## config.mk

```make
export PLATFORM = sky130hd
export DESIGN_NAME = bounded_array_list_engine
export DESIGN_NICKNAME = d
export VERILOG_FILES = /design/src/design/bale_pkg.sv /design/src/design/bounded_array_list_engine.sv /design/src/design/bale_ram.sv
export SDC_FILE = /design/constraint.sdc
export NUM_CORES = 1
export LEC_CHECK = 0
export ABC_AREA = 1
export BUFFER_PORTS_ARGS = -buffer_cell sky130_fd_sc_hd__buf_2
export CAP_MARGIN = 10
export CORE_MARGIN = 5
export CORE_UTILIZATION = 50
export CTS_CLUSTER_SIZE = 20
export DETAILED_ROUTE_END_ITERATION = 6
export PLACE_DENSITY = 0.66
export SYNTH_ARGS = -nofsm -noshare
export SYNTH_HDL_FRONTEND = slang
export SYNTH_SLANG_ARGS = --single-unit
```

## constraint.sdc

```tcl
create_clock -name clk_i -period 12.3 [get_ports clk_i]
set_clock_uncertainty 0.1 [all_clocks]
set_input_delay 0.615 -clock clk_i [delete_from_list [all_inputs] [get_ports clk_i]]
set_output_delay 0.615 -clock clk_i [all_outputs]
set_load 0.02 [all_outputs]
```

## src/design/bale_pkg.sv

```systemverilog
`default_nettype none

package bale_pkg;

  // Default list capacity.
  localparam int unsigned CapacityDefault = 16;

  // Fixed field widths of the request and result ports.
  localparam int unsigned FuncW   = 3;
  localparam int unsigned ValueW  = 32;
  localparam int unsigned PosW    = 5;
  localparam int unsigned StatusW = 2;
  localparam int unsigned FoundW  = 4;
  localparam int unsigned CountW  = 5;

  // Operation codes carried by a request.
  typedef enum logic [FuncW-1:0] {
    FN_INSERT   = 3'd0,
    FN_DELETE   = 3'd1,
    FN_LOCATE   = 3'd2,
    FN_RETRIEVE = 3'd3,
    FN_SORTED   = 3'd4
  } func_e;

  // Result status codes.
  typedef enum logic [StatusW-1:0] {
    ST_OK       = 2'd0,
    ST_FULL     = 2'd1,
    ST_BADPOS   = 2'd2,
    ST_NOTFOUND = 2'd3
  } status_e;

  // Sequencer states.
  typedef enum logic [2:0] {
    S_IDLE,
    S_SCAN,
    S_SHIFT_UP,
    S_SHIFT_DN,
    S_WRITE_NEW,
    S_RD_ISSUE,
    S_RD_DATA,
    S_DONE
  } state_e;

endpackage

`default_nettype wire

```

## src/design/bounded_array_list_engine.sv

```systemverilog
`default_nettype none

// Channel   Direction  Handshake                 Payload
// request   in         in_valid_i / in_stall_o   in_func_i, in_value_i, in_position_i
// result    out        out_valid_o / out_stall_i out_status_o, out_read_value_o,
//                                                out_found_index_o, out_entry_count_o
//
// One request at a time; entries sit in one RAM with registered read, one entry per cycle.
// Insert and sorted insert shift the entries above the position up and then write the new
// value; delete shifts them down; locate scans every entry; retrieve reads one entry.
// Failed checks (full, bad position, unused code) go straight to the final state.
// A stalled result holds the next request only in its final state until the output
// register frees up. Reset clears the count and control state; the RAM is not cleared.
module bounded_array_list_engine #(
  parameter int unsigned CAPACITY = bale_pkg::CapacityDefault
) (
  input  wire logic                         clk_i,
  input  wire logic                         rst_ni,
  input  wire logic                         in_valid_i,
  output logic                              in_stall_o,
  input  wire logic [bale_pkg::FuncW-1:0]   in_func_i,
  input  wire logic [bale_pkg::ValueW-1:0]  in_value_i,
  input  wire logic [bale_pkg::PosW-1:0]    in_position_i,
  output logic                              out_valid_o,
  input  wire logic                         out_stall_i,
  output logic [bale_pkg::StatusW-1:0]      out_status_o,
  output logic [bale_pkg::ValueW-1:0]       out_read_value_o,
  output logic [bale_pkg::FoundW-1:0]       out_found_index_o,
  output logic [bale_pkg::CountW-1:0]       out_entry_count_o
);

  localparam int unsigned CW  = $clog2(CAPACITY + 1);
  localparam int unsigned IW  = $clog2(CAPACITY);
  localparam int unsigned PW  = (CW > bale_pkg::PosW) ? CW : bale_pkg::PosW;
  localparam int unsigned FW  = (IW > bale_pkg::FoundW) ? IW : bale_pkg::FoundW;
  localparam int unsigned OCW = (CW > bale_pkg::CountW) ? CW : bale_pkg::CountW;

  bale_pkg::state_e  state_q, state_d;
  logic [CW-1:0]     cnt_q, cnt_d;
  logic [CW-1:0]     ptr_q, ptr_d;
  logic [CW-1:0]     pos_q, pos_d;
  logic [IW-1:0]     idx_q, idx_d;
  logic              pend_q, pend_d;
  logic              hit_q, hit_d;
  logic [bale_pkg::FuncW-1:0]  func_q, func_d;
  logic [bale_pkg::ValueW-1:0] value_q, value_d;
  bale_pkg::status_e res_status_q, res_status_d;
  logic [bale_pkg::ValueW-1:0] res_read_q, res_read_d;
  logic [IW-1:0]     res_found_q, res_found_d;
  logic              out_valid_q, out_valid_d;
  bale_pkg::status_e out_status_q, out_status_d;
  logic [bale_pkg::ValueW-1:0] out_read_q, out_read_d;
  logic [bale_pkg::FoundW-1:0] out_found_q, out_found_d;
  logic [bale_pkg::CountW-1:0] out_count_q, out_count_d;

  logic              ram_we, ram_re;
  logic [IW-1:0]     ram_waddr, ram_raddr;
  logic [bale_pkg::ValueW-1:0] ram_wdata, ram_rdata;

  logic [PW-1:0]     pos_ext, cnt_ext;
  logic [CW-1:0]     ptr_m1;
  logic [FW-1:0]     found_ext;
  logic [OCW-1:0]    count_ext;
  logic              is_full, ins_bad, acc_bad;
  logic              less, equal, sort_stop, out_free;

  // Entry storage.
  bale_ram #(
    .WIDTH(bale_pkg::ValueW),
    .DEPTH(CAPACITY)
  ) u_entries (
    .clk_i   (clk_i),
    .we_i    (ram_we),
    .waddr_i (ram_waddr),
    .wdata_i (ram_wdata),
    .re_i    (ram_re),
    .raddr_i (ram_raddr),
    .rdata_o (ram_rdata)
  );

  // Request checks and compares against the entry just read.
  always_comb begin
    pos_ext   = PW'(in_position_i);
    cnt_ext   = PW'(cnt_q);
    is_full   = (cnt_q == CW'(CAPACITY));
    ins_bad   = (pos_ext > cnt_ext);
    acc_bad   = (pos_ext >= cnt_ext);
    less      = ($signed(value_q) < $signed(ram_rdata));
    equal     = (value_q == ram_rdata);
    sort_stop = (func_q == bale_pkg::FN_SORTED) && pend_q && less;
    ptr_m1    = ptr_q - 1'b1;
    out_free  = !out_valid_q || !out_stall_i;
    found_ext = FW'(res_found_q);
    count_ext = OCW'(cnt_q);
  end

  // Next state.
  always_comb begin
    state_d = state_q;
    case (state_q)
      bale_pkg::S_IDLE: begin
        if (in_valid_i) begin
          case (in_func_i)
            bale_pkg::FN_INSERT:   state_d = (is_full || ins_bad) ? bale_pkg::S_DONE
                                                                  : bale_pkg::S_SHIFT_UP;
            bale_pkg::FN_DELETE:   state_d = acc_bad ? bale_pkg::S_DONE : bale_pkg::S_SHIFT_DN;
            bale_pkg::FN_LOCATE:   state_d = bale_pkg::S_SCAN;
            bale_pkg::FN_RETRIEVE: state_d = acc_bad ? bale_pkg::S_DONE : bale_pkg::S_RD_ISSUE;
            bale_pkg::FN_SORTED:   state_d = is_full ? bale_pkg::S_DONE : bale_pkg::S_SCAN;
            default:               state_d = bale_pkg::S_DONE;
          endcase
        end
      end
      bale_pkg::S_SCAN: begin
        if (sort_stop) begin
          state_d = bale_pkg::S_SHIFT_UP;
        end else if (!pend_q && (ptr_q == cnt_q)) begin
          state_d = (func_q == bale_pkg::FN_SORTED) ? bale_pkg::S_SHIFT_UP : bale_pkg::S_DONE;
        end
      end
      bale_pkg::S_SHIFT_UP: begin
        if (!pend_q && (ptr_q == pos_q)) begin
          state_d = bale_pkg::S_WRITE_NEW;
        end
      end
      bale_pkg::S_SHIFT_DN: begin
        if (!pend_q && (ptr_q >= cnt_q)) begin
          state_d = bale_pkg::S_DONE;
        end
      end
      bale_pkg::S_WRITE_NEW: state_d = bale_pkg::S_DONE;
      bale_pkg::S_RD_ISSUE:  state_d = bale_pkg::S_RD_DATA;
      bale_pkg::S_RD_DATA:   state_d = bale_pkg::S_DONE;
      bale_pkg::S_DONE: begin
        if (out_free) begin
          state_d = bale_pkg::S_IDLE;
        end
      end
      default: state_d = bale_pkg::S_IDLE;
    endcase
  end

  // RAM accesses and datapath updates for each state.
  always_comb begin
    cnt_d        = cnt_q;
    ptr_d        = ptr_q;
    pos_d        = pos_q;
    idx_d        = idx_q;
    pend_d       = pend_q;
    hit_d        = hit_q;
    func_d       = func_q;
    value_d      = value_q;
    res_status_d = res_status_q;
    res_read_d   = res_read_q;
    res_found_d  = res_found_q;
    out_valid_d  = out_valid_q && out_stall_i;
    out_status_d = out_status_q;
    out_read_d   = out_read_q;
    out_found_d  = out_found_q;
    out_count_d  = out_count_q;
    ram_we       = 1'b0;
    ram_re       = 1'b0;
    ram_waddr    = '0;
    ram_raddr    = '0;
    ram_wdata    = ram_rdata;
    in_stall_o   = (state_q != bale_pkg::S_IDLE);

    case (state_q)
      bale_pkg::S_IDLE: begin
        if (in_valid_i) begin
          func_d       = in_func_i;
          value_d      = in_value_i;
          pos_d        = CW'(in_position_i);
          pend_d       = 1'b0;
          hit_d        = 1'b0;
          res_status_d = bale_pkg::ST_OK;
          res_read_d   = '0;
          res_found_d  = '0;
          case (in_func_i)
            bale_pkg::FN_INSERT: begin
              ptr_d = cnt_q;
              if (is_full) begin
                res_status_d = bale_pkg::ST_FULL;
              end else if (ins_bad) begin
                res_status_d = bale_pkg::ST_BADPOS;
              end
            end
            bale_pkg::FN_DELETE: begin
              ptr_d = CW'(in_position_i) + 1'b1;
              if (acc_bad) begin
                res_status_d = bale_pkg::ST_BADPOS;
              end
            end
            bale_pkg::FN_LOCATE: ptr_d = '0;
            bale_pkg::FN_RETRIEVE: begin
              if (acc_bad) begin
                res_status_d = bale_pkg::ST_BADPOS;
              end
            end
            bale_pkg::FN_SORTED: begin
              ptr_d = '0;
              if (is_full) begin
                res_status_d = bale_pkg::ST_FULL;
              end
            end
            default: ;
          endcase
        end
      end

      // Stream entries from the bottom: record the last match, or stop at the
      // first entry greater than the value for a sorted insert.
      bale_pkg::S_SCAN: begin
        if (pend_q && (func_q == bale_pkg::FN_LOCATE) && equal) begin
          hit_d       = 1'b1;
          res_found_d = idx_q;
        end
        if (sort_stop) begin
          pos_d  = CW'(idx_q);
          ptr_d  = cnt_q;
          pend_d = 1'b0;
        end else if (ptr_q < cnt_q) begin
          ram_re    = 1'b1;
          ram_raddr = ptr_q[IW-1:0];
          idx_d     = ptr_q[IW-1:0];
          ptr_d     = ptr_q + 1'b1;
          pend_d    = 1'b1;
        end else begin
          pend_d = 1'b0;
          if (!pend_q) begin
            if (func_q == bale_pkg::FN_SORTED) begin
              pos_d = cnt_q;
              ptr_d = cnt_q;
            end else if (!hit_q) begin
              res_status_d = bale_pkg::ST_NOTFOUND;
            end
          end
        end
      end

      // Move entries up one place, top first, reading one below each write.
      bale_pkg::S_SHIFT_UP: begin
        if (pend_q) begin
          ram_we    = 1'b1;
          ram_waddr = IW'(idx_q + 1'b1);
        end
        if (ptr_q > pos_q) begin
          ram_re    = 1'b1;
          ram_raddr = ptr_m1[IW-1:0];
          idx_d     = ptr_m1[IW-1:0];
          ptr_d     = ptr_m1;
          pend_d    = 1'b1;
        end else begin
          pend_d = 1'b0;
        end
      end

      // Put the new value in the opened slot.
      bale_pkg::S_WRITE_NEW: begin
        ram_we    = 1'b1;
        ram_waddr = pos_q[IW-1:0];
        ram_wdata = value_q;
        cnt_d     = cnt_q + 1'b1;
      end

      // Move entries down one place, bottom first.
      bale_pkg::S_SHIFT_DN: begin
        if (pend_q) begin
          ram_we    = 1'b1;
          ram_waddr = IW'(idx_q - 1'b1);
        end
        if (ptr_q < cnt_q) begin
          ram_re    = 1'b1;
          ram_raddr = ptr_q[IW-1:0];
          idx_d     = ptr_q[IW-1:0];
          ptr_d     = ptr_q + 1'b1;
          pend_d    = 1'b1;
        end else begin
          pend_d = 1'b0;
          if (!pend_q) begin
            cnt_d = cnt_q - 1'b1;
          end
        end
      end

      bale_pkg::S_RD_ISSUE: begin
        ram_re    = 1'b1;
        ram_raddr = pos_q[IW-1:0];
      end

      bale_pkg::S_RD_DATA: res_read_d = ram_rdata;

      // Hand the result to the output register once it is free.
      bale_pkg::S_DONE: begin
        if (out_free) begin
          out_valid_d  = 1'b1;
          out_status_d = res_status_q;
          out_read_d   = res_read_q;
          out_found_d  = found_ext[bale_pkg::FoundW-1:0];
          out_count_d  = count_ext[bale_pkg::CountW-1:0];
        end
      end

      default: ;
    endcase
  end

  // Control registers.
  always_ff @(posedge clk_i or negedge rst_ni) begin
    if (!rst_ni) begin
      state_q     <= bale_pkg::S_IDLE;
      cnt_q       <= '0;
      pend_q      <= 1'b0;
      out_valid_q <= 1'b0;
    end else begin
      state_q     <= state_d;
      cnt_q       <= cnt_d;
      pend_q      <= pend_d;
      out_valid_q <= out_valid_d;
    end
  end

  // Payload registers.
  always_ff @(posedge clk_i) begin
    ptr_q        <= ptr_d;
    pos_q        <= pos_d;
    idx_q        <= idx_d;
    hit_q        <= hit_d;
    func_q       <= func_d;
    value_q      <= value_d;
    res_status_q <= res_status_d;
    res_read_q   <= res_read_d;
    res_found_q  <= res_found_d;
    out_status_q <= out_status_d;
    out_read_q   <= out_read_d;
    out_found_q  <= out_found_d;
    out_count_q  <= out_count_d;
  end

  assign out_valid_o       = out_valid_q;
  assign out_status_o      = out_status_q;
  assign out_read_value_o  = out_read_q;
  assign out_found_index_o = out_found_q;
  assign out_entry_count_o = out_count_q;

  // The count never passes the capacity.
  a_cnt_bound: assert property (@(posedge clk_i) disable iff (!rst_ni)
    cnt_q <= CW'(CAPACITY))
    else $error("entry count above capacity");

  // The count moves by at most one per request.
  a_cnt_step: assert property (@(posedge clk_i) disable iff (!rst_ni)
    !$stable(cnt_q) |-> (cnt_q == CW'($past(cnt_q) + 1'b1)) ||
                        (cnt_q == CW'($past(cnt_q) - 1'b1)))
    else $error("entry count jumped");

  // A shift never reads and writes the same entry in one cycle.
  a_no_collide: assert property (@(posedge clk_i) disable iff (!rst_ni)
    (ram_we && ram_re) |-> (ram_waddr != ram_raddr))
    else $error("RAM read and write collide");

  // A full status is only given for a full list.
  a_full_status: assert property (@(posedge clk_i) disable iff (!rst_ni)
    ((state_q == bale_pkg::S_DONE) && (res_status_q == bale_pkg::ST_FULL))
      |-> (cnt_q == CW'(CAPACITY)))
    else $error("full status on a list with room");

  // A result appears only out of the final state.
  a_load_from_done: assert property (@(posedge clk_i) disable iff (!rst_ni)
    $rose(out_valid_q) |-> ($past(state_q) == bale_pkg::S_DONE))
    else $error("result raised outside the final state");

endmodule

`default_nettype wire

```

## src/design/bale_ram.sv

```systemverilog
`default_nettype none

// Simple dual-port RAM: one write port, one read port with registered data.
module bale_ram #(
  parameter int unsigned WIDTH = bale_pkg::ValueW,
  parameter int unsigned DEPTH = bale_pkg::CapacityDefault,
  localparam int unsigned AddrW = (DEPTH > 1) ? $clog2(DEPTH) : 1
) (
  input  wire logic             clk_i,
  input  wire logic             we_i,
  input  wire logic [AddrW-1:0] waddr_i,
  input  wire logic [WIDTH-1:0] wdata_i,
  input  wire logic             re_i,
  input  wire logic [AddrW-1:0] raddr_i,
  output logic      [WIDTH-1:0] rdata_o
);

  logic [WIDTH-1:0] mem_q [DEPTH];
  logic [WIDTH-1:0] rdata_q;

  // Write port and registered read port.
  always_ff @(posedge clk_i) begin
    if (we_i) begin
      mem_q[waddr_i] <= wdata_i;
    end
    if (re_i) begin
      rdata_q <= mem_q[raddr_i];
    end
  end

  assign rdata_o = rdata_q;

endmodule

`default_nettype wire
```

==> flow_results.org, run 1 <==
** Power and ir drop
- Cell Int Power :: ~5.7 mW
- IR analysis of the VDD net gives a maximum drop of ~0.21 mV.
- For this design the static power due to leakage is approximately 12 nW.
- Clk pwr share :: between 20% and 30%
- The analysis attributes to net switching a power of approximately 3.8 mW.
- In this run switching power makes up roughly two fifths of total power.
- Combinational cells account for approximately 40% of the total power.
- Proportion of power drawn by flip-flops and latches :: between 30% and 40%
- Total power density per cell area :: about 290 mW/mm²

** Synth
- The most used flip-flop cell after synthesis is sky130_fd_sc_hd__edfxtp_1.
- Synth Area in Simple Gates :: ~20%
- The synthesized design contains a little under 700 enable-type register cells.
- The number of nets in the synthesized netlist is 2,584.
- In this run, synthesis produced a sequential element count of 685.
- Fraction of the mapped netlist area in compound gates :: 2.71%
- Seq/Total Area, Yosys :: between 60 and 70%
- Multiplexer fraction of the synthesized cell area :: 0%
- Post-synthesis xor/xnor area fraction :: less than 1%
- Synthesized area :: 0.0293 mm²
- Combinational family with the most area after synthesis :: simple AND/OR/NAND/NOR gates
- Mean post-synth cell area :: roughly 12 µm²
- Number of distinct library cells after synthesis :: 46
- Warnings, synthesis :: 0
- Synth async-reset ratio :: around 1.5%
- Adder-cell share of the synthesized area :: 2.46%
- Cells after Synth :: ~2,500

** Global routing
- Initial antenna violation count :: 0
- The via count of the first global-routing pass was around 19,000.
- First-pass GRT wire length :: around 110,000 µm
- Summed over all layers, the global routing overflow is 0.
- Global routing consumed, over all layers together, between 20 and 25% of the routing resources.
- Largest net degree at the start of global routing :: 164

** Drt
- Detailed routing inserted a total of a little under 20,000 vias.
- TritonRoute pass-1 iters :: 6
- Dividing the detail-routed via count by the number of cells gives between 5 and 6.
- For this block, the routed nets add up to ~74,000 µm of wire.
- DRC :: 0
- Wire per inst :: roughly 22 µm
- In this run, the number of DRC markers left after iteration 0 of detailed routing was approximately 2,400.
- The count of nets left with antenna violations once routing finished came out at 0.

** Flow run
- The tool flagged a number of max-cap violations equal to 0.

** Min path
- HP Start :: in_value_i[24]
- Hold EP :: value_q[24]$_DFFE_PP_
- Counting instances, the worst hold path has a depth of 1.
- The path class of the tightest hold or removal check is in2reg.

** Setup path
- Measured in cells, the most critical reg-to-reg path has a length of 19.
- Worst-path fanout max :: 150
- Delay-heaviest family, CP :: simple AND/OR/NAND/NOR gates
- The largest single stage delay on the critical path is between 1 and 1.5 ns.
- Worst r2r dst :: u_entries.rdata_o[25]$_DFFE_PP_
- Setup slack of the most critical reg-to-reg path :: about 6.0 ns
- Most common cell on crit path :: sky130_fd_sc_hd__nand2_1
- The worst setup path is captured at a register.
- The signal on the critical path passes through inv_1, ha_1, nand2_1, nor2_1, nand2_1, nor4_2, nand2_1, nand2_1, nand2_1, nand3_4, nand3_4, nand2_8, buf_4, nand2_1, nand3_1, nand3_1, nand2_1, nand2_1, nand2_1.
- Critical path arrival :: 6.61 ns
- Origin of the critical flop-to-flop path :: u_entries.rdata_o[31]$_DFFE_PP_
- For this design, the slowest cell found on the critical path is sky130_fd_sc_hd__nand2_8.
- The number of buffers and inverters on the critical path is 2.
- By startpoint and endpoint, the worst setup path is classified as reg2reg.
- STA classifies the critical path startpoint as a register.
- Data required, critical path :: 12.61 ns

** Die
- Ports :: 89
- Die footprint :: around 0.064 mm²
- Die width :: about 250 µm
- After floorplanning, the core was divided into around 90 placement rows.
- Initial Utilization :: between 50% and 60%
- Measured along the y axis, the die boundary spans 252 µm.
- In this run the standard cell core region covers 0.0579 mm².

** Finish
- Across the whole layout, storage elements account for 0.0205 mm².
- Layout filler cell count :: ~4,700
- Summing all multi-input logic gate instances after layout gives 0.00778 mm².
- 0 antenna diodes ended up in the layout.
- Fraction of final layout cells sized beyond drive strength 1 :: about 11%
- The finished cells cover 0.0327 mm².
- Post-layout net count :: 2,656
- Compared with the post-synthesis result, the final layout area differs by 11.5%.
- Number of cells in the finished layout apart from fillers :: about 3,400

** Timing
- Finish-stage setup viols :: 0
- In the post-route analysis, the smallest setup slack over all paths is about 6 ns.
- Setup repair after global routing left no endpoint under its margin.
- Final Hold Violating Endpoints :: 0
- Shortest clock period the worst path allows after layout :: between 6 and 7 ns
- Relative max-transition margin :: about a fifth
- Part of the cycle the worst path needs :: between 50% and 60%
- At the pin with the least slew margin, the transition time is approximately 1.2 ns.
- Based on the critical path, the design can be clocked at up to between 150 and 200 MHz.
- Number of max-slew violations in the final report :: 0
- Setup total negative slack on the finished layout was measured at 0 ns.

** Clocking
- The later pin in the worst-skew pair is clocked with a latency of approximately 0.6 ns.
- Clock tree root driver cell :: sky130_fd_sc_hd__clkbuf_16
- Clk pin slew, worst setup/hold paths :: roughly 0.060 ns
- TritonCTS Buffers :: just under 70
- The longest clock path from root to sink contains 3 buffers.
- TritonCTS built the clock tree.
- Count of cells resized by post-cts repair :: 0
- The number of hold buffers added after CTS was 1.
- In this run the number of H-tree levels came out at 3.
- Setup Buffers After CTS :: 0
- Clock net sink count :: just under 700

** Placed design
- Worst-case setup slack after placement :: around 6 ns
- Detailed placement ended at an HPWL of slightly below 40,000 µm.
- Number of buffer cells added on primary ports :: slightly below 90
- Placed instance count :: approximately 3,200
- Weighted congestion at the end of routability-driven global placement :: about 0.86
- After detailed placement, the total cell area comes to 0.0305 mm².

** Outcome
- Outcome :: finished clean
[power by group through the flow]
| stage | Clock, mW | Combinational [mW] | Sequential, mW |
|---|---|---|---|
| CTS | 2.03 | 3.89 | 3.65 |
| floorplan | 0 | 2.70 | 3.69 |
| global route | 2.13 | 4.36 | 3.69 |
| finish | 1.99 | 3.92 | 3.66 |
| detailed placement | 0 | 3.87 | 3.70 |
| global placement | 0 | 3.78 | 3.69 |
[layer usage]
| metal | wire length [µm] | vias up | share of wire (%) | track usage, % |
|---|---|---|---|---|
| met5 | 0 | - | 0 | 0 |
| met4 | 1580 | 0 | 2.1 | 6.96 |
| met3 | 7140 | 103 | 9.6 | 3.78 |
| met2 | 33900 | 974 | 46 | 35.5 |
| met1 | 31500 | 9498 | 42 | 34.1 |
| li1 | - | 9066 | - | - |
[cells in the mapped netlist (2+ instances only)]
library cell	instances	area (µm²)
sky130_fd_sc_hd__o21a_1	3	22.5
sky130_fd_sc_hd__buf_4	13	97.6
sky130_fd_sc_hd__nand3_2	2	20.0
sky130_fd_sc_hd__ha_1	56	701
sky130_fd_sc_hd__nand2_2	3	18.8
sky130_fd_sc_hd__o21ai_0	64	320
sky130_fd_sc_hd__buf_6	14	158
sky130_fd_sc_hd__nor4_1	3	18.8
sky130_fd_sc_hd__buf_1	8	30.0
sky130_fd_sc_hd__a21oi_1	39	195
sky130_fd_sc_hd__nand4_1	11	68.8
sky130_fd_sc_hd__clkbuf_1	16	60.1
sky130_fd_sc_hd__o211ai_1	5	37.5
sky130_fd_sc_hd__a21o_1	2	15.0
sky130_fd_sc_hd__or2_2	2	12.5
sky130_fd_sc_hd__nand3_1	664	3320
sky130_fd_sc_hd__inv_2	7	26.3
sky130_fd_sc_hd__buf_2	96	480
sky130_fd_sc_hd__o21ai_1	3	15.0
sky130_fd_sc_hd__edfxtp_1	675	20300
sky130_fd_sc_hd__nand2_1	538	2020
sky130_fd_sc_hd__clkinv_1	2	7.51
sky130_fd_sc_hd__nor3_1	7	35.0
sky130_fd_sc_hd__o22ai_1	2	12.5
sky130_fd_sc_hd__a31oi_1	4	25.0
sky130_fd_sc_hd__inv_1	95	357
sky130_fd_sc_hd__dfrtp_1	10	250
sky130_fd_sc_hd__a211oi_1	2	15.0
sky130_fd_sc_hd__xor2_1	9	78.8
sky130_fd_sc_hd__o31ai_1	7	52.6
sky130_fd_sc_hd__o2111ai_1	4	35.0
sky130_fd_sc_hd__nor2_1	102	383
sky130_fd_sc_hd__a22oi_1	2	15.0
[placed cells by master (no fill, tap or decap), drive strengths merged, types with 5 or more instances in the layout]
cell    count
a21oi      40
buf       147
clkbuf     83
clkinv     29
dfrtp      10
edfxtp    675
ha         56
inv       104
nand2     541
nand3     667
nand4      11
nor2      104
nor3        8
o211ai      5
o21ai      67
o31ai       7
xor2        9
[worst max-delay path by stage]
stage                                          startpoint                         endpoint  cells after the start
after CTS                 u_entries.rdata_o[31]$_DFFE_PP_  u_entries.rdata_o[25]$_DFFE_PP_                     19
after global placement    u_entries.rdata_o[31]$_DFFE_PP_  u_entries.rdata_o[25]$_DFFE_PP_                     19
after detailed placement  u_entries.rdata_o[31]$_DFFE_PP_  u_entries.rdata_o[25]$_DFFE_PP_                     19
final                     u_entries.rdata_o[31]$_DFFE_PP_  u_entries.rdata_o[25]$_DFFE_PP_                     19
after floorplan                    state_q[2]$_DFFE_PN0P_  u_entries.mem_q[0][0]$_DFFE_PP_                     10
after global routing      u_entries.rdata_o[31]$_DFFE_PP_  u_entries.rdata_o[25]$_DFFE_PP_                     19
[cell type report]
class | instances | area share (%)
repair buffers | 148 | 2.77
inverters | 104 | 1.20
multi-input cells | 1547 | 23.8
clock buffers | 83 | 5.67
clock inverters | 35 | 0.846
well taps | 765 | 2.93
flip-flops and latches | 685 | 62.8
[worst register-to-register path, delay by kind of cell, from the launching register on]
family,cells,cell delay [ns]
DFF,1,0.33
adders and majority gates,1,0.42
and+or+nand+nor,16,4.10
buffers and inverters,2,1.15
[registers in the layout, indices dropped and copies added, names as in the netlist]
| signal | cells |
|---|---|
| pend_q | 1 |
| cnt_ext | 5 |
| u_entries.mem_q | 512 |
| out_status_o | 2 |
| ptr_q | 5 |
| out_found_index_o | 4 |
| out_read_value_o | 32 |
| hit_q | 1 |
| idx_q | 4 |
| out_valid_o | 1 |
| res_read_q | 32 |
| u_entries.rdata_o | 32 |
| res_status_q | 2 |
| pos_q | 5 |
| state_q | 3 |
| found_ext | 4 |
| out_entry_count_o | 5 |
| value_q | 32 |
| func_q | 3 |
[through the flow]
step	hold slack, ns	total power [mW]	util [%]
floorplan	0.219	6.39	-
global placement	0.302	7.47	52.7
detailed placement	0.305	7.57	52.7
CTS	0.0572	9.57	56.4
global route	0.0699	10.2	56.4
finish	0.0859	9.56	56.4
[logic make-up (layout without fill, tap and decap cells)]
| logic type | Yosys count | in the layout |
|---|---|---|
| AO/OA/AOI/OAI | 141 | 141 |
| XOR/XNOR | 10 | 10 |
| adder cells (fa/ha/maj) | 57 | 57 |
| buffers and inverters | 251 | 370 |
| flip-flops | 685 | 685 |
| AND/OR/NAND/NOR | 1339 | 1339 |
No activity file was read; power rests on OpenSTA's default activity.
==> run 2: changes to the inputs <==
- ABC_AREA: 1 -> 0
- PLACE_DENSITY: 0.66 -> 0.69
- clock period: 12.3 -> 5.4 ns (I/O delays scaled with it)
==> flow_results.org, run 2 <==
** Clocking
- TritonCTS built the clock tree.
- Setup Buffers After CTS :: 0 (unchanged)
- The maximum clock insertion buffer count was 3 (unchanged).
- The clock insertion delay at the later pin of the skew report came to 0.61 ns (about the same).
- CTS Hold Bufs :: 42 (+41)
- Clock net sink count :: 685 (unchanged)
- The clock input transition at the sequential cells of the worst setup and hold paths was 0.06 ns (about the same).
- Clock tree root driver cell :: sky130_fd_sc_hd__clkbuf_16
- The post-cts repair resize count came to 0 (unchanged).
- TritonCTS Buffers :: 70 (+1.4%)
- Total number of H-tree levels :: 3 (unchanged)

** Drt
- The vias after detailed routing came to 16,300 (-17%).
- The met1 layer wirelength in the final routing was 28,500 µm (-9.3%).
- Routed met2 length :: 32,700 µm (-3.5%)
- The first-pass iteration count of the detailed router was 7 (+1).
- Met3 wire len :: 6100 µm (-14%)
- Uppermost metal layer occupied by signal nets :: met4
- Residual antenna-violating net count after detailed routing :: 0 (unchanged)
- The number of remaining DRC errors is 0 (unchanged).
- Starting DRC count in detailed routing :: 1,733 (-27%)
- The routed wire length came to 69,400 µm (-6.3%).
- The post-detailed-route via-to-cell ratio was 5.87 (+0.67%).
- The detailed-route wire length per cell came to 25.1 µm (+14%).

** Synth
- The post-synthesis cell count is 1,740 (-30%).
- The number of synthesized register bits is 685 (unchanged).
- By instance count, the leading cell after synthesis is sky130_fd_sc_hd__edfxtp_1.
- The post-synthesis average cell area came to 16.2 µm² (+37%).
- Top cells by area, synth :: sky130_fd_sc_hd__edfxtp_1, sky130_fd_sc_hd__mux2i_1, sky130_fd_sc_hd__ha_1, sky130_fd_sc_hd__o22ai_1, sky130_fd_sc_hd__mux2_4
- List of most frequent post-synthesis cells :: sky130_fd_sc_hd__edfxtp_1, sky130_fd_sc_hd__mux2i_1, sky130_fd_sc_hd__nand2_1
- The fraction of post-synthesis cell area in the top cell type by area was 72.0% (+2.9 points).
- The distinct cell type count after synthesis is 53 (+15%).
- The mapped cell area was 0.0281 mm² (-4.0%).
- The count of flip-flops with a built-in enable after synthesis is 675 (unchanged).
- The number of warnings issued by yosys was 0 (unchanged).
- Most area-hungry cell type in the Yosys netlist :: sky130_fd_sc_hd__edfxtp_1
- Synth Net Count :: 1,841 (-29%)
- Synth async-reset ratio :: 1.46% (unchanged)
- The sequential element share of the synthesized area came to 72.9% (+2.9 points).
- For this run, the leading register cell type out of synthesis is sky130_fd_sc_hd__edfxtp_1.

** Finish
- The number of filler cells placed in the layout came to 4,233 (-9.1%).
- The area taken by multi-input logic gates came to 0.00718 mm² (-7.7%).
- Antenna Cells :: 0 (unchanged)
- The number of flip-flops in the largest register is 512 (unchanged).
- Commonest non-fill, non-tap cell in the layout :: sky130_fd_sc_hd__edfxtp_1
- The ratio of cells with drive above 1 in the final layout was 18.9% (+7.9 points).
- The total number of nets in the final design was 2,059 (-22%).
- Commonest non-fill, non-tap cells in the layout :: sky130_fd_sc_hd__edfxtp_1, sky130_fd_sc_hd__mux2i_1, sky130_fd_sc_hd__nand2_1
- Post-route core utilization :: 58.8% (+2.3 points)
- Register cell area after layout :: 0.0205 mm² (unchanged)
- The area growth from synthesis to layout is 17.1%.
- The register with the most flip-flops in the final layout is u_entries.mem_q.

** Power and ir drop
- Power Total :: 19.1 mW (+100%)
- Proportion of total power due to net switching :: 32.5% (-7.6 points)
- The sequential group share of total power was 42.1% (+3.9 points).
- The net switching power came to 6.22 mW (+62%).
- Cell Int Power :: 12.9 mW (+130%)
- The clock network fraction of total power was 25.9% (+5.1 points).
- The power per unit of standard cell area was 580 mW/mm² (+98%).
- Leakage :: 12.3 nW (+2.3%)
- Logic gate share of total power :: 32.0% (-9.0 points)
- The largest voltage drop on the vdd net came to 0.342 mV (+66%).

** Global routing
- The largest net degree at the start of global routing was 65 (-60%).
- Vias in the first global route :: 16,000 (-15%)
- The first-pass GRT wire length was 102,000 µm (-9.7%).
- Initial antenna violation count :: 0 (unchanged)
- Global-route usage over all layers :: 22.6% (-0.35 points)
- The residual overflow from global routing was 0 (unchanged).

** Placed design
- The worst slack after detailed placement is 0.256 ns (-5.76 ns).
- The placed wire-length estimate after detailed placement is 37,400 µm (-5.8%).
- Weighted congestion at the end of routability-driven global placement :: 0.898 (+3.9%)
- Number of buffer cells added on primary ports :: 88 (unchanged)

** Timing
- Part of the cycle the worst path needs :: 94.4% (+43 points)
- The final hold violation count is 0 (unchanged).
- Pin slew with the least headroom to its limit :: 1.08 ns (-0.124 ns)
- The worst-case setup margin in the final layout is 0.304 ns (-5.70 ns).
- Number of max-slew violations in the final report :: 0 (unchanged)
- Shortest clock period the worst path allows after layout :: 5.10 ns (-1.20 ns)
- Hold slack :: 0.0769 ns (-0.00906 ns)
- Relative max-transition margin :: 27.7% (+8.8 points)
- Setup TNS :: 0 ns (unchanged)
- The total setup violations reported at the end of the flow came to 0 (unchanged).
- Achievable clock frequency :: 196 MHz (+24%)
- Setup repair after global routing left no endpoint under its margin.

** Die
- Initial Utilization :: 50.2% (-0.42 points)
- Number of standard-cell rows in the floorplan :: 87 (-1.1%)
- Ports :: 89 (unchanged)
- Core area :: 0.0561 mm² (-3.2%)
- Height of the chip :: 247 µm (-1.9%)
- The die area was 0.0611 mm² (-3.9%).
- The horizontal die dimension came to 247 µm (-1.9%).

** Setup path
- Delay-heaviest family, CP :: compound AO/OA/AOI/OAI gates
- Data required, critical path :: 5.63 ns (-6.98 ns)
- Worst Reg2Reg Path Length in Cells :: 12 (-7)
- Total buffers and inverters traversed by the critical path :: 1 (-1)
- Longest individual stage delay on the worst path :: 0.54 ns (-0.63 ns)
- Startpoint type of the worst setup path :: register
- The highest net fanout along the worst path is 44 (-71%).
- The setup slack of the worst register-to-register path is 0.30 ns (-5.70 ns).
- The data arrival time of the critical path was 5.32 ns (-1.29 ns).
- Worst r2r dst :: u_entries.rdata_o[9]$_DFFE_PP_
- Traced cell by cell, the critical path runs through ha_1, and4_1, a221oi_1, nand3_1, o21ai_0, a31oi_4, a21oi_2, a22o_4, buf_12, mux2_2, a22o_1, or4_1.
- Origin of the critical flop-to-flop path :: value_q[31]$_DFFE_PP_
- Slowest cell on the critical path :: sky130_fd_sc_hd__o21ai_0
- Critical path endpoint category :: register
- Type of the worst setup path :: reg2reg

** Outcome
- The run finished with clean final reports.

** Min path
- Hold Crit Depth :: 3 (+2)
- Hold EP :: pos_q[2]$_DFFE_PP_
- The startpoint identified for the worst hold timing path is in_position_i[2].
- Worst Hold Class :: in2reg

** Flow run
- Maximum capacitance violations :: 0 (unchanged)
[run 2: cell type report]
class | instances | share of cell area, %
Clock inverter | 45 | 1.55
Sequential cell | 685 | 62.3
Inverter | 61 | 0.695
Clock buffer | 83 | 5.59
Timing Repair Buffer | 221 | 5.21
Tap cell | 756 | 2.87
Multi-Input combinational cell | 919 | 21.8
[run 2: how the worst max path moves through the flow]
stage / from / to / slack [ns] / cells after the start
2_1_floorplan: value_q[26]$_DFFE_PP_ / u_entries.rdata_o[0]$_DFFE_PP_ / 0.89 / 9
3_3_place_gp: value_q[31]$_DFFE_PP_ / u_entries.rdata_o[7]$_DFFE_PP_ / 0.38 / 12
3_5_place_dp: u_entries.rdata_o[31]$_DFFE_PP_ / u_entries.rdata_o[30]$_DFFE_PP_ / 0.26 / 13
4_1_cts: value_q[31]$_DFFE_PP_ / u_entries.rdata_o[7]$_DFFE_PP_ / 0.21 / 12
5_1_grt: value_q[31]$_DFFE_PP_ / u_entries.rdata_o[8]$_DFFE_PP_ / 0.03 / 13
6_report: value_q[31]$_DFFE_PP_ / u_entries.rdata_o[9]$_DFFE_PP_ / 0.30 / 12
[run 2: cell families after synthesis]
group	after synthesis	synth area share, %
mux	259	9.89
fa+ha+maj	57	2.56
simple gates	292	5.14
xor+xnor	22	0.685
flops	685	72.9
compound gates	289	6.62
buf+inv	136	2.19
[run 2: layer usage]
layer | vias up | GRT usage, %
met5 | - | 0
met4 | 0 | 7.85
met3 | 147 | 4.06
met2 | 757 | 36.3
met1 | 8132 | 31.6
li1 | 7231 | -
[run 2: through the flow]
stage	area, µm²	std cells
CTS	32900	2769
global placement	30200	2597
finish	32900	2770
floorplan	28100	1740
global route	32900	2770
detailed placement	30200	2599
[run 2: worst register-to-register path: cells and delay by family, from the launching register on]
kind	cells	cell delay, ns
compound gates	6	2.04
fa+ha+maj	1	0.40
buf+inv	1	0.32
flops	1	0.42
mux	1	0.44
simple gates	3	1.11
[run 2: power by group through the flow]
stage	combinational [mW]	sequential [mW]	clock, mW
after floorplan	3.81	8.20	0
after global placement	5.84	8.16	0
after detailed placement	6.03	8.17	0
after CTS	6.09	8.07	5.03
after global routing	6.62	8.13	5.26
final	6.11	8.06	4.95
==> run 3: changes to the inputs <==
- RECOVER_POWER: unset -> 100
==> flow_results.org, run 3 (synthesized netlist as in run 2, its figures left out) <==
** Outcome
- The run finished, with violations left.
- The checks that failed: max-capacitance violations, max-slew violations.

** Timing
- Relative max-transition margin :: -94.6% (-120 points)
- The total setup violations reported at the end of the flow is 0 (unchanged).
- Achievable clock frequency :: 195 MHz (-0.50%)
- Pin slew with the least headroom to its limit :: 2.92 ns (+1.83 ns)
- The final hold violation count was 0 (unchanged).
- Setup TNS :: 0 ns (unchanged)
- Setup repair after global routing left no endpoint under its margin.
- The final-report max-slew violation count is 167 (+167).
- The final clock period utilization by the worst path was 94.8% (+0.47 points).
- The minimum period implied by the final worst setup slack came to 5.12 ns (+0.0255 ns).

** Placed design
- The cell area after placement came to 0.0302 mm² (unchanged).
- The placed wire-length estimate after detailed placement is 37,400 µm (unchanged).
- Weighted congestion at the end of routability-driven global placement :: 0.898 (unchanged)
- Number of buffer cells added on primary ports :: 88 (unchanged)

** Setup path
- Worst-path fanout max :: 24 (-45%)
- STA classifies the critical path startpoint as a register.
- The required time at the endpoint of the critical path was 5.57 ns (-0.06 ns).
- Type of the worst setup path :: reg2reg
- STA classifies the critical path endpoint as a register.
- Critical path arrival :: 5.29 ns (-0.03 ns)

** Global routing
- Vias in the first global route :: 16,000 (unchanged)
- Residual overflow from global routing :: 0 (unchanged)
- Met1 Usage GRT :: 31.6% (unchanged)
- Highest-utilization routing layer at the global route stage :: met2
- Global Route met2 Usage :: 36.3% (unchanged)
- The global-route track usage on met3 was 4.06% (unchanged).
- First-pass GRT wire length :: 102,000 µm (unchanged)
- The total routing usage reported by global routing came to 22.6% (unchanged).
- Initial antenna violation count :: 0 (unchanged)
- Largest net degree at the start of global routing :: 65 (unchanged)

** Clocking
- Later-pin clock latency in the skew report :: 0.61 ns (about the same)
- The clock input transition at the sequential cells of the worst setup and hold paths was 0.06 ns (about the same).
- Setup Buffers After CTS :: 0 (unchanged)
- Clock net sink count :: 685 (unchanged)
- Count of cells resized by post-cts repair :: 0 (unchanged)
- The clock buffer count from CTS is 70 (unchanged).
- CTS Buffer Depth :: 3 (unchanged)
- Clock tree from TritonCTS :: built
- The maximum level of the CTS H-tree came to 3 (unchanged).
- The tree is rooted in a sky130_fd_sc_hd__clkbuf_16.

** Finish
- Layout area overhead :: 15.8%
- Largest reg by FF count :: u_entries.mem_q
- The library cell used most frequently in the layout, excluding fill and tap cells, is sky130_fd_sc_hd__edfxtp_1.
- Commonest non-fill, non-tap cells in the layout :: sky130_fd_sc_hd__edfxtp_1, sky130_fd_sc_hd__mux2i_1, sky130_fd_sc_hd__clkbuf_1
- Antenna Cells :: 0 (unchanged)
- The total number of nets in the final design came to 2,059 (unchanged).
- The ratio of cells with drive above 1 in the final layout was 13.8% (-5.1 points).
- The number of flip-flops in the largest register was 512 (unchanged).
- Layout filler cell count :: 4,323 (+2.1%)
- The finished layout cell area is 0.0326 mm² (-1.1%).

** Min path
- Worst Hold Class :: in2reg

** Die
- The total I/O pin count came to 89 (unchanged).
- The core outline area came to 0.0561 mm² (unchanged).
- The die area is 0.0611 mm² (unchanged).
- Initial Utilization :: 50.2% (unchanged)
- Number of standard-cell rows in the floorplan :: 87 (unchanged)
- Die width :: 247 µm (unchanged)
- The die span in y is 247 µm (unchanged).

** Drt
- The violation count after the first detailed-route iteration was 1,686 (-2.7%).
- The number of remaining DRC errors is 0 (unchanged).
- The routed wire length came to 69,400 µm (about the same).
- The vias after detailed routing is 16,200 (-0.15%).
- Routed via count divided by cell count :: 5.86 (-0.15%)
- The count of nets left with antenna violations after detail routing came to 0 (unchanged).
- The detailed-route wire length per cell is 25.1 µm (about the same).
- TritonRoute pass-1 iters :: 5 (-2)

** Flow run
- The count of maximum capacitance violations is 9 (+9).

** Power and ir drop
- Power Total :: 18.9 mW (-1.1%)
- Total power density per cell area :: 580 mW/mm² (about the same)
- The leakage dissipation is 12.0 nW (-2.8%).
- Worst vdd rail ir drop :: 0.344 mV (+0.75%)
[run 3: layout make-up]
| class | count | area, µm² | share of cell area (%) |
|---|---|---|---|
| tap | 756 | 946 | 2.90 |
| timing repair buffer | 221 | 1420 | 4.36 |
| clock inverter | 45 | 512 | 1.57 |
| multi-input combinational | 919 | 7120 | 21.8 |
| inverter | 61 | 229 | 0.703 |
| clock buffer | 83 | 1840 | 5.65 |
| sequential | 685 | 20500 | 63.0 |
[run 3: where the power goes]
| part | switching, mW | internal (mW) |
|---|---|---|
| logic | 3.82 | 2.03 |
| registers | 0.366 | 7.74 |
| clock network | 2.01 | 2.94 |
| total | 6.20 | 12.7 |
[run 3: critical path: stages, from the launching register on]
cell	delay (ns)
sky130_fd_sc_hd__edfxtp_1	0.39
sky130_fd_sc_hd__inv_1	0.07
sky130_fd_sc_hd__ha_1	0.39
sky130_fd_sc_hd__and4_1	0.32
sky130_fd_sc_hd__and4_1	0.28
sky130_fd_sc_hd__nand2_1	0.20
sky130_fd_sc_hd__a31oi_1	0.37
sky130_fd_sc_hd__o21ai_0	0.30
sky130_fd_sc_hd__a31oi_4	0.25
sky130_fd_sc_hd__a21oi_2	0.14
sky130_fd_sc_hd__a31oi_1	1.61
sky130_fd_sc_hd__buf_12	0.35
[run 3: through the flow]
stage               setup slack (ns)  cells  util, %  hold WS, ns
floorplan                      0.889   1740        -       -0.126
global placement               0.380   2597     53.8       0.0656
detailed placement             0.256   2599     53.8       0.0716
CTS                            0.214   2769     58.8       0.0211
global route                  0.0241   2770     58.1       0.0788
finish                         0.278   2770     58.1       0.0713
[run 3: final timing paths]
| path | start | to | slack [ns] | depth (start not counted) |
|---|---|---|---|---|
| max | u_entries.rdata_o[31]$_DFFE_PP_ | u_entries.rdata_o[9]$_DFFE_PP_ | 0.28 | 11 |
| max reg2reg | u_entries.rdata_o[31]$_DFFE_PP_ | u_entries.rdata_o[9]$_DFFE_PP_ | 0.28 | 11 |
| max in group asynchronous | rst_ni | cnt_ext[0]$_DFFE_PN0P_ | 4.08 | 3 |
| min reg2reg | res_read_q[1]$_SDFFCE_PN0P_ | out_read_value_o[1]$_DFFE_PP_ | 0.32 | 0 |
| min in group asynchronous | rst_ni | state_q[1]$_DFFE_PN0P_ | 0.71 | 3 |
| min | in_position_i[2] | pos_q[2]$_DFFE_PP_ | 0.07 | 3 |
[run 3: routing by layer]
layer	share of wire (%)	up-vias
met3	8.3	145
met5	0	-
met1	41	8154
met4	3.1	0
li1	-	7222
met2	47	722
[run 3: what timing repair did]
action	in CTS	in global routing
setup endpoints to repair	0	0
hold buffers	42	0
hold endpoints to repair	52	0
